$ cat src/rtl/lru_kv_pkg.sv
package lru_kv_pkg;

  // Storage size and derived widths
  localparam int CAPACITY = 16;
  localparam int IDX_W    = (CAPACITY > 1) ? $clog2(CAPACITY) : 1;
  localparam int CNT_W    = $clog2(CAPACITY + 1);
  localparam int CAP_W    = 5;
  localparam int KEY_W    = 32;
  localparam int VAL_W    = 32;

  typedef logic [IDX_W-1:0] idx_t;
  typedef logic [CNT_W-1:0] cnt_t;
  typedef logic [CAP_W-1:0] cap_t;

  // Request codes
  typedef enum logic {
    REQ_PUT = 1'b0,
    REQ_GET = 1'b1
  } req_t;

  // Result status codes
  typedef enum logic [1:0] {
    ST_STORED = 2'd0,
    ST_HIT    = 2'd1,
    ST_MISS   = 2'd2,
    ST_ERR    = 2'd3
  } status_t;

  // One cache entry as held in memory
  typedef struct packed {
    idx_t              rank;
    logic [KEY_W-1:0]  key;
    logic [VAL_W-1:0]  value;
  } entry_t;

  // Memory access from the controller
  typedef struct packed {
    logic   wr_en;
    idx_t   wr_addr;
    entry_t wr_data;
    idx_t   rd_addr;
  } mem_req_t;

  typedef enum logic [1:0] {
    S_IDLE,
    S_SCAN,
    S_UPDATE
  } state_t;

endpackage

$ cat src/rtl/lru_kv_mem.sv
module lru_kv_mem (
  input  logic                 clk,
  input  lru_kv_pkg::mem_req_t req,
  output lru_kv_pkg::entry_t   rd_data
);
  import lru_kv_pkg::*;

  entry_t mem_r [CAPACITY];
  entry_t rd_data_r;

  // One write port, one registered read port
  always_ff @(posedge clk) begin
    if (req.wr_en) begin
      mem_r[req.wr_addr] <= req.wr_data;
    end
    rd_data_r <= mem_r[req.rd_addr];
  end

  assign rd_data = rd_data_r;

endmodule

$ cat src/rtl/lru_kv_ctrl.sv
module lru_kv_ctrl (
  input  logic                    clk,
  input  logic                    rst_n,
  input  logic                    start,
  output logic                    busy,
  input  logic                    in_req_type,
  input  logic signed [31:0]      in_key,
  input  logic signed [31:0]      in_value,
  input  lru_kv_pkg::cap_t        cap,
  output logic                    out_valid,
  output logic [1:0]              out_status,
  output logic signed [31:0]      out_read_value,
  output lru_kv_pkg::mem_req_t    mem_req,
  input  lru_kv_pkg::entry_t      mem_rd
);
  import lru_kv_pkg::*;

  // Control state
  state_t           state_r, state_nxt;
  cnt_t             count_r, count_nxt;
  cnt_t             idx_r, idx_nxt;
  logic             pend_r, pend_nxt;
  logic             out_valid_r, out_valid_nxt;

  // Item and scan payload
  idx_t             pidx_r, pidx_nxt;
  cnt_t             wp_r, wp_nxt;
  cnt_t             keep_lim_r, keep_lim_nxt;
  req_t             req_r, req_nxt;
  logic [KEY_W-1:0] key_r, key_nxt;
  logic [VAL_W-1:0] val_r, val_nxt;
  logic             hit_r, hit_nxt;
  idx_t             hit_slot_r, hit_slot_nxt;
  idx_t             hit_rank_r, hit_rank_nxt;
  logic [VAL_W-1:0] hit_val_r, hit_val_nxt;
  status_t          out_status_r, out_status_nxt;
  logic [VAL_W-1:0] out_value_r, out_value_nxt;

  cnt_t             eff_cap;
  logic             issue;
  logic             last;

  // Capacity clamped to storage size
  always_comb begin
    if (int'(cap) > CAPACITY) begin
      eff_cap = CNT_W'(CAPACITY);
    end else begin
      eff_cap = CNT_W'(cap);
    end
  end

  assign issue = (idx_r < count_r);
  assign last  = !issue && !pend_r;

  // Next state, memory access and result
  always_comb begin
    entry_t ent;
    ent            = mem_rd;
    state_nxt      = state_r;
    count_nxt      = count_r;
    idx_nxt        = idx_r;
    pend_nxt       = 1'b0;
    out_valid_nxt  = 1'b0;
    pidx_nxt       = pidx_r;
    wp_nxt         = wp_r;
    keep_lim_nxt   = keep_lim_r;
    req_nxt        = req_r;
    key_nxt        = key_r;
    val_nxt        = val_r;
    hit_nxt        = hit_r;
    hit_slot_nxt   = hit_slot_r;
    hit_rank_nxt   = hit_rank_r;
    hit_val_nxt    = hit_val_r;
    out_status_nxt = out_status_r;
    out_value_nxt  = out_value_r;
    mem_req         = '0;
    mem_req.rd_addr = idx_r[IDX_W-1:0];

    unique case (state_r)
      S_IDLE: begin
        if (start) begin
          req_nxt = req_t'(in_req_type);
          key_nxt = in_key;
          val_nxt = in_value;
          idx_nxt = '0;
          hit_nxt = 1'b0;
          if (req_t'(in_req_type) == REQ_PUT && eff_cap == '0) begin
            out_valid_nxt  = 1'b1;
            out_status_nxt = ST_ERR;
            out_value_nxt  = '0;
          end else begin
            state_nxt = S_SCAN;
          end
        end
      end

      // Walk all live entries looking for the key
      S_SCAN: begin
        if (issue) begin
          pend_nxt = 1'b1;
          pidx_nxt = idx_r[IDX_W-1:0];
          idx_nxt  = idx_r + CNT_W'(1);
        end
        if (pend_r && mem_rd.key == key_r) begin
          hit_nxt      = 1'b1;
          hit_slot_nxt = pidx_r;
          hit_rank_nxt = mem_rd.rank;
          hit_val_nxt  = mem_rd.value;
        end
        if (last) begin
          idx_nxt = '0;
          wp_nxt  = '0;
          // entries kept on a new insert: all, or the most recent cap-1
          if (count_r >= eff_cap) begin
            keep_lim_nxt = eff_cap - CNT_W'(1);
          end else begin
            keep_lim_nxt = count_r;
          end
          if (!hit_r && req_r == REQ_GET) begin
            out_valid_nxt  = 1'b1;
            out_status_nxt = ST_MISS;
            out_value_nxt  = '0;
            state_nxt      = S_IDLE;
          end else begin
            state_nxt = S_UPDATE;
          end
        end
      end

      // Second pass: promote on hit, age and compact on insert
      S_UPDATE: begin
        if (issue) begin
          pend_nxt = 1'b1;
          pidx_nxt = idx_r[IDX_W-1:0];
          idx_nxt  = idx_r + CNT_W'(1);
        end
        if (pend_r) begin
          if (hit_r) begin
            mem_req.wr_en   = 1'b1;
            mem_req.wr_addr = pidx_r;
            if (pidx_r == hit_slot_r) begin
              ent.rank = '0;
              if (req_r == REQ_PUT) begin
                ent.value = val_r;
              end
            end else if (ent.rank < hit_rank_r) begin
              ent.rank = ent.rank + IDX_W'(1);
            end
            mem_req.wr_data = ent;
          end else if (CNT_W'(ent.rank) < keep_lim_r) begin
            ent.rank        = ent.rank + IDX_W'(1);
            mem_req.wr_en   = 1'b1;
            mem_req.wr_addr = wp_r[IDX_W-1:0];
            mem_req.wr_data = ent;
            wp_nxt          = wp_r + CNT_W'(1);
          end
        end
        if (last) begin
          state_nxt     = S_IDLE;
          out_valid_nxt = 1'b1;
          out_value_nxt = '0;
          if (hit_r) begin
            if (req_r == REQ_GET) begin
              out_status_nxt = ST_HIT;
              out_value_nxt  = hit_val_r;
            end else begin
              out_status_nxt = ST_STORED;
            end
          end else begin
            // new key goes in behind the kept entries as most recent
            mem_req.wr_en         = 1'b1;
            mem_req.wr_addr       = wp_r[IDX_W-1:0];
            mem_req.wr_data.rank  = '0;
            mem_req.wr_data.key   = key_r;
            mem_req.wr_data.value = val_r;
            count_nxt             = wp_r + CNT_W'(1);
            out_status_nxt        = ST_STORED;
          end
        end
      end

      default: begin
        state_nxt = S_IDLE;
      end
    endcase
  end

  // Control registers
  always_ff @(posedge clk) begin
    if (!rst_n) begin
      state_r     <= S_IDLE;
      count_r     <= '0;
      idx_r       <= '0;
      pend_r      <= 1'b0;
      out_valid_r <= 1'b0;
    end else begin
      state_r     <= state_nxt;
      count_r     <= count_nxt;
      idx_r       <= idx_nxt;
      pend_r      <= pend_nxt;
      out_valid_r <= out_valid_nxt;
    end
  end

  // Payload registers
  always_ff @(posedge clk) begin
    pidx_r       <= pidx_nxt;
    wp_r         <= wp_nxt;
    keep_lim_r   <= keep_lim_nxt;
    req_r        <= req_nxt;
    key_r        <= key_nxt;
    val_r        <= val_nxt;
    hit_r        <= hit_nxt;
    hit_slot_r   <= hit_slot_nxt;
    hit_rank_r   <= hit_rank_nxt;
    hit_val_r    <= hit_val_nxt;
    out_status_r <= out_status_nxt;
    out_value_r  <= out_value_nxt;
  end

  assign busy           = (state_r != S_IDLE);
  assign out_valid      = out_valid_r;
  assign out_status     = out_status_r;
  assign out_read_value = out_value_r;

endmodule

$ cat src/rtl/lru_key_value_cache.sv
// LRU key/value cache. Issue a put or get by raising start while busy is low;
// exactly one result follows, shown for a single cycle with out_valid high,
// and the receiver must take it then: there is no backpressure. An item that
// raises busy reads the entry memory through its single read port in one or
// two passes over the N live entries (key search, then recency update or
// compaction); a get miss ends after the key search, and a put at capacity
// zero never raises busy. The result shows in the first cycle with busy low
// again; for a put at capacity zero it shows in the cycle right after the
// item is taken.
// Write cfg_wdata (capacity, clamped to 16) only while busy is low.
module lru_key_value_cache (
  input  logic                clk,
  input  logic                rst_n,
  input  logic                start,
  output logic                busy,
  input  logic                in_req_type,
  input  logic signed [31:0]  in_key,
  input  logic signed [31:0]  in_value,
  output logic                out_valid,
  output logic [1:0]          out_status,
  output logic signed [31:0]  out_read_value,
  input  logic                cfg_we,
  input  lru_kv_pkg::cap_t    cfg_wdata
);
  import lru_kv_pkg::*;

  cap_t     cap_r;
  mem_req_t mem_req;
  entry_t   mem_rd;

  // Capacity register
  always_ff @(posedge clk) begin
    if (!rst_n) begin
      cap_r <= CAP_W'(16);
    end else if (cfg_we) begin
      cap_r <= cfg_wdata;
    end
  end

  lru_kv_ctrl u_ctrl (
    .clk            (clk),
    .rst_n          (rst_n),
    .start          (start),
    .busy           (busy),
    .in_req_type    (in_req_type),
    .in_key         (in_key),
    .in_value       (in_value),
    .cap            (cap_r),
    .out_valid      (out_valid),
    .out_status     (out_status),
    .out_read_value (out_read_value),
    .mem_req        (mem_req),
    .mem_rd         (mem_rd)
  );

  lru_kv_mem u_mem (
    .clk     (clk),
    .req     (mem_req),
    .rd_data (mem_rd)
  );

endmodule

$ cat config.mk
export PLATFORM = sky130hd
export DESIGN_NAME = lru_key_value_cache
export DESIGN_NICKNAME = d
export VERILOG_FILES = /design/src/rtl/lru_kv_pkg.sv /design/src/rtl/lru_kv_mem.sv /design/src/rtl/lru_kv_ctrl.sv /design/src/rtl/lru_key_value_cache.sv
export SDC_FILE = /design/constraint.sdc
export NUM_CORES = 1
export LEC_CHECK = 0
export BUFFER_PORTS_ARGS = -buffer_cell sky130_fd_sc_hd__buf_2
export CAP_MARGIN = 10
export CORE_MARGIN = 3
export CORE_UTILIZATION = 62
export CTS_BUF_LIST = sky130_fd_sc_hd__clkbuf_16
export CTS_CLUSTER_DIAMETER = 60
export DETAILED_ROUTE_END_ITERATION = 8
export HOLD_SLACK_MARGIN = 0.08
export PLACE_DENSITY = 0.79
export SLEW_MARGIN = 20
export SYNTH_ARGS = -nofsm -noshare
export SYNTH_HDL_FRONTEND = slang
export SYNTH_SLANG_ARGS = --single-unit
$ cat constraint.sdc
create_clock -name clk -period 11.12 [get_ports clk]
set_input_delay 2.224 -clock clk [delete_from_list [all_inputs] [get_ports clk]]
set_output_delay 2.224 -clock clk [all_outputs]
set_load 0.01 [all_outputs]
==> results.env <==
STATUS='finished, final reports clean'
CRIT_CHAIN='inv_1 -> ha_1 -> nand2b_1 -> or3_1 -> o32ai_4 -> buf_4 -> a21oi_1 -> nor4_2 -> buf_4 -> buf_4'
FINALWIRELENGTH_UM=120000
NETLIST.AREA_LEADER.SHARE_PCT=74.6
SYNTH_AREA_LEADERS='edfxtp_1 75%, mux4_2 15%, dfxtp_1 3.5%, a22o_1 1.1%, ha_1 0.65%'
PLACED_CELL_AREA_MM2=0.0520
MAXSLEWHEADROOM_PCT=23.2
POWER_SWITCHING_SHARE_PCT=20.6
MAPPEDNETLISTNETS=2269
WIRE_LENGTH_OF_THE_FIRST_GLOBAL_ROUTING_PASS_UM=176000
MOSTFREQUENTLAYOUTCELL='edfxtp_1'
TRITONCTS_NUM_SINKS=1329
WORST_PATH_MAXIMUM_FANOUT=47
ANTENNA_LEFT=0
WORST_SETUP_PATH_START_KIND='register'
SEQCELLAREA_MM2=0.0391
POST_DRT_WL_PER_CELL_UM=34.1
FIRSTDRTPASSITERS=5
MAX_CLOCK_FREQ_MHz=187
DESIGN.CORE.AREA_MM2=0.0794
FINAL.MIN_CLOCK_PERIOD_NS=5.33
AREA_GROWTH_PCT=12.6
CLOCK_POWER_SHARE_PCT=42.6
SYNTH.YOSYS.SEQ_AREA_SHARE_PCT=78.1
DRIVE_GT1_SHARE_PCT=29.4
POWER_REPORT.INTERNAL_TOTAL_mW=8.14
YOSYS_REGISTER_BITS=1329
SETUP_VIOL=0
WORSTPATHARRIVAL_NS=5.68
CPMAXSTAGEDELAYCELL='nor4_2'
CTS_TREE='yes'
POSTLAYOUTCOREUTIL_PCT=70.9
POWER.COMBINATIONAL.FRACTION_PCT=3.2
SYNTHDOMINANTAREACELLTYPE='edfxtp_1'
START_UTIL_PCT=63.0
CRITICAL_PATH.TOP_DELAY_FAMILY='buffers and inverters'
TIMING.CRITICAL_PATH.MODE_CELL='buf_4'
CAP_VIOL_MAX_COUNT=0
MAX-CLOCK-PATH-BUFFERS=3
POWER_mW=10.3
VIA_COUNT=24518
SYNTH_WARNINGS=0
SWITCHING_POWER_mW=2.12
CTS.ROOT.BUFFER_CELL='clkbuf_16'
WORST_SETUP_HOLD_PATH_CLK_SLEW_NS=0.06
SHARE_SEQ_OF_TOTAL_POWER_PCT=54.2
DRT_ITER0_DRC=3012
FINALHOLDWORSTSLACK_NS=0.432
CRITICAL_PATH.N_BUFFERS_INVERTERS=4
WORST_PIN_SLEW_NS=1.15
SETUP_TOTAL_NEGATIVE_SLACK_NS=0
IO_BUFFER_COUNT=109
FINAL.SETUP_SKEW_NS=0.0285
SYNTH.DISTINCT_CELLS=57
DIE-HEIGHT_UM=290
SETUP.WORST_PATH.CLASS='reg2reg'
INITIAL_ANTENNA_VIOLATION_COUNT=3
YOSYS_MOST_USED_DFF='edfxtp_1'
POST_CTS_RESIZED=0
SYNTH.CELL_AREA_MM2=0.0500
CPPEAKSTAGEDELAY_NS=0.87
HOLD_BUFFERS=0
DPL.HPWL_UM=55000
ROUTED_VIA_DENSITY=6.97
LAYOUT.CELL_AREA.NON_FILLER_MM2=0.0563
HOLD_VIOL_FINAL=0
ROWS=103
UNREPAIRED_SETUP_ENDPOINTS_AFTER_GLOBAL_ROUTING='false'
NUM-FILL-CELLS=4251
SYN_AVG_CELL_AREA_UM2=23.1
HTREEDEPTH=4
CP_DATA_REQUIRED_TIME_NS=11.46
GRT_MAX_DEGREE=116
MOST_FREQUENT_CELLS_IN_THE_LAYOUT='1242 x edfxtp_1, 340 x mux4_2, 136 x clkbuf_16, 109 x buf_2, 83 x dfxtp_1'
TIMING.HOLD.WORST.CLASS='reg2reg'
PERIOD_SHARE_PCT=48.0
MAPPED_CELLS=2169
ROUTABILITY_CONGESTION=0.800
P_PER_AREA_mW_PER_MM2=182
MULTI_INPUT_COMB_AREA_MM2=0.0106
IR_DROP_mV=0.121
DIE_WIDTH_UM=290
SETUP.WORST_PATH.END_CLASS='register'
DRCVIOLATIONCOUNT=0
CLK-INSERTION-DELAY-LATE_NS=0.73
CTS.REPAIR_TIMING.SETUP_BUFFER_COUNT=0
NUM_IO_PINS=110
SYNTH-EDFF-COUNT=1242
CONGESTION_OVERFLOW_GR=0
TRACK_USAGE_PCT=28.8
WORST-R2R-SETUP-SLACK_NS=5.79
DIE-AREA_MM2=0.0841
CTS_BUFFERS=131
SYNTHARSTFLOPSHARE_PCT=0
FINAL_COUNT_OF_PINS_VIOLATING_MAX_SLEW=0
GRT_PASS1_VIAS=25539
FINISH.NET_COUNT=2455
POWER.STATIC_LEAKAGE_nW=16.9
==> metal layers <==
metal | up-vias | routed length (um) | global-route usage [%]
met5 | - | 0 | 0
met4 | 0 | 4400 | 11.4
met3 | 303 | 12300 | 6.52
met2 | 1753 | 60200 | 46.0
met1 | 12908 | 42900 | 39.6
li1 | 9554 | - | -
==> cells in the mapped netlist (2+ instances only) <==
| cell | instances |
|---|---|
| inv_1 | 29 |
| nor4_1 | 9 |
| o21ai_1 | 2 |
| mux2i_1 | 17 |
| a22o_1 | 65 |
| o2111ai_1 | 4 |
| o21a_1 | 2 |
| a21oi_1 | 18 |
| buf_2 | 34 |
| clkbuf_1 | 59 |
| and2_1 | 35 |
| a31oi_1 | 2 |
| o21ai_0 | 10 |
| nand4_1 | 5 |
| a211oi_1 | 8 |
| nor2b_1 | 7 |
| nand2b_1 | 5 |
| nand2_1 | 18 |
| mux2_2 | 3 |
| edfxtp_1 | 1242 |
| a32oi_1 | 3 |
| xor2_1 | 28 |
| xnor2_1 | 17 |
| ha_1 | 26 |
| nor3_1 | 12 |
| buf_1 | 14 |
| a21o_1 | 5 |
| mux4_2 | 340 |
| a2111oi_1 | 4 |
| dfxtp_1 | 87 |
| o211ai_1 | 2 |
| nor2_1 | 14 |
| nand3_1 | 12 |
| and3_1 | 6 |
| or3_1 | 3 |
==> cells by family after synthesis <==
family / count (synthesis) / share of synthesized area [%]
AOI/OAI and AO/OA: 141 / 2.23
xor gates and xnor gates: 45 / 0.788
adders and majority gates: 26 / 0.651
buffers and inverters: 137 / 1.11
DFF: 1329 / 78.1
muxes: 360 / 15.7
and+or+nand+nor: 131 / 1.43
==> final timing paths <==
check	start	endpoint	cells after the start
setup reg to reg	u_ctrl.state_r[0]	u_mem.mem_r[2][54]	10
hold reg to reg	u_mem.rd_data[25]	u_ctrl.hit_val_r[25]	0
hold / removal	u_mem.rd_data[25]	u_ctrl.hit_val_r[25]	0
setup / recovery	u_ctrl.state_r[0]	u_mem.mem_r[2][54]	10
==> registers in the layout, summed over array words and instances (netlist names) <==
signal	cells
cap_r	5
u_ctrl.pidx_r	4
u_ctrl.key_r	32
u_ctrl.pend_r	1
u_ctrl.hit_rank_r	4
u_ctrl.wp_r	5
u_ctrl.hit_r	1
u_ctrl.val_r	32
u_ctrl.out_status	2
u_mem.rd_data	68
u_ctrl.hit_slot_r	4
u_ctrl.out_read_value	32
u_ctrl.req_r	1
u_ctrl.out_valid	1
u_ctrl.count_r	5
u_ctrl.hit_val_r	32
u_ctrl.keep_lim_r	5
u_ctrl.state_r	2
u_mem.mem_r	1088
u_ctrl.idx_r	5
==> metrics by stage <==
step	worst slack, ns	std cells
final	5.79	3517
after detailed placement	5.90	3271
after global placement	6.03	3271
after CTS	5.76	3515
after floorplan	1.29	2169
after global routing	5.54	3516
==> area by class of cell <==
type,instances,share of cell area (%)
Sequential cell,1329,69.3
Multi-Input combinational cell,703,18.8
Clock buffer,136,6.04
Tap cell,1050,2.33
Timing Repair Buffer,160,1.73
Clock inverter,108,1.53
Inverter,30,0.202
Antenna cell,1,0.00444
==> power groups by stage <==
stage | registers (mW) | logic [mW] | clock network (mW)
2_1_floorplan | 5.64 | 0.202 | 0
3_3_place_gp | 5.65 | 0.302 | 0
3_5_place_dp | 5.66 | 0.315 | 0
4_1_cts | 5.56 | 0.326 | 4.42
5_1_grt | 5.56 | 0.351 | 4.61
6_report | 5.56 | 0.327 | 4.37
Note: power is estimated with default switching activity, not from simulation.
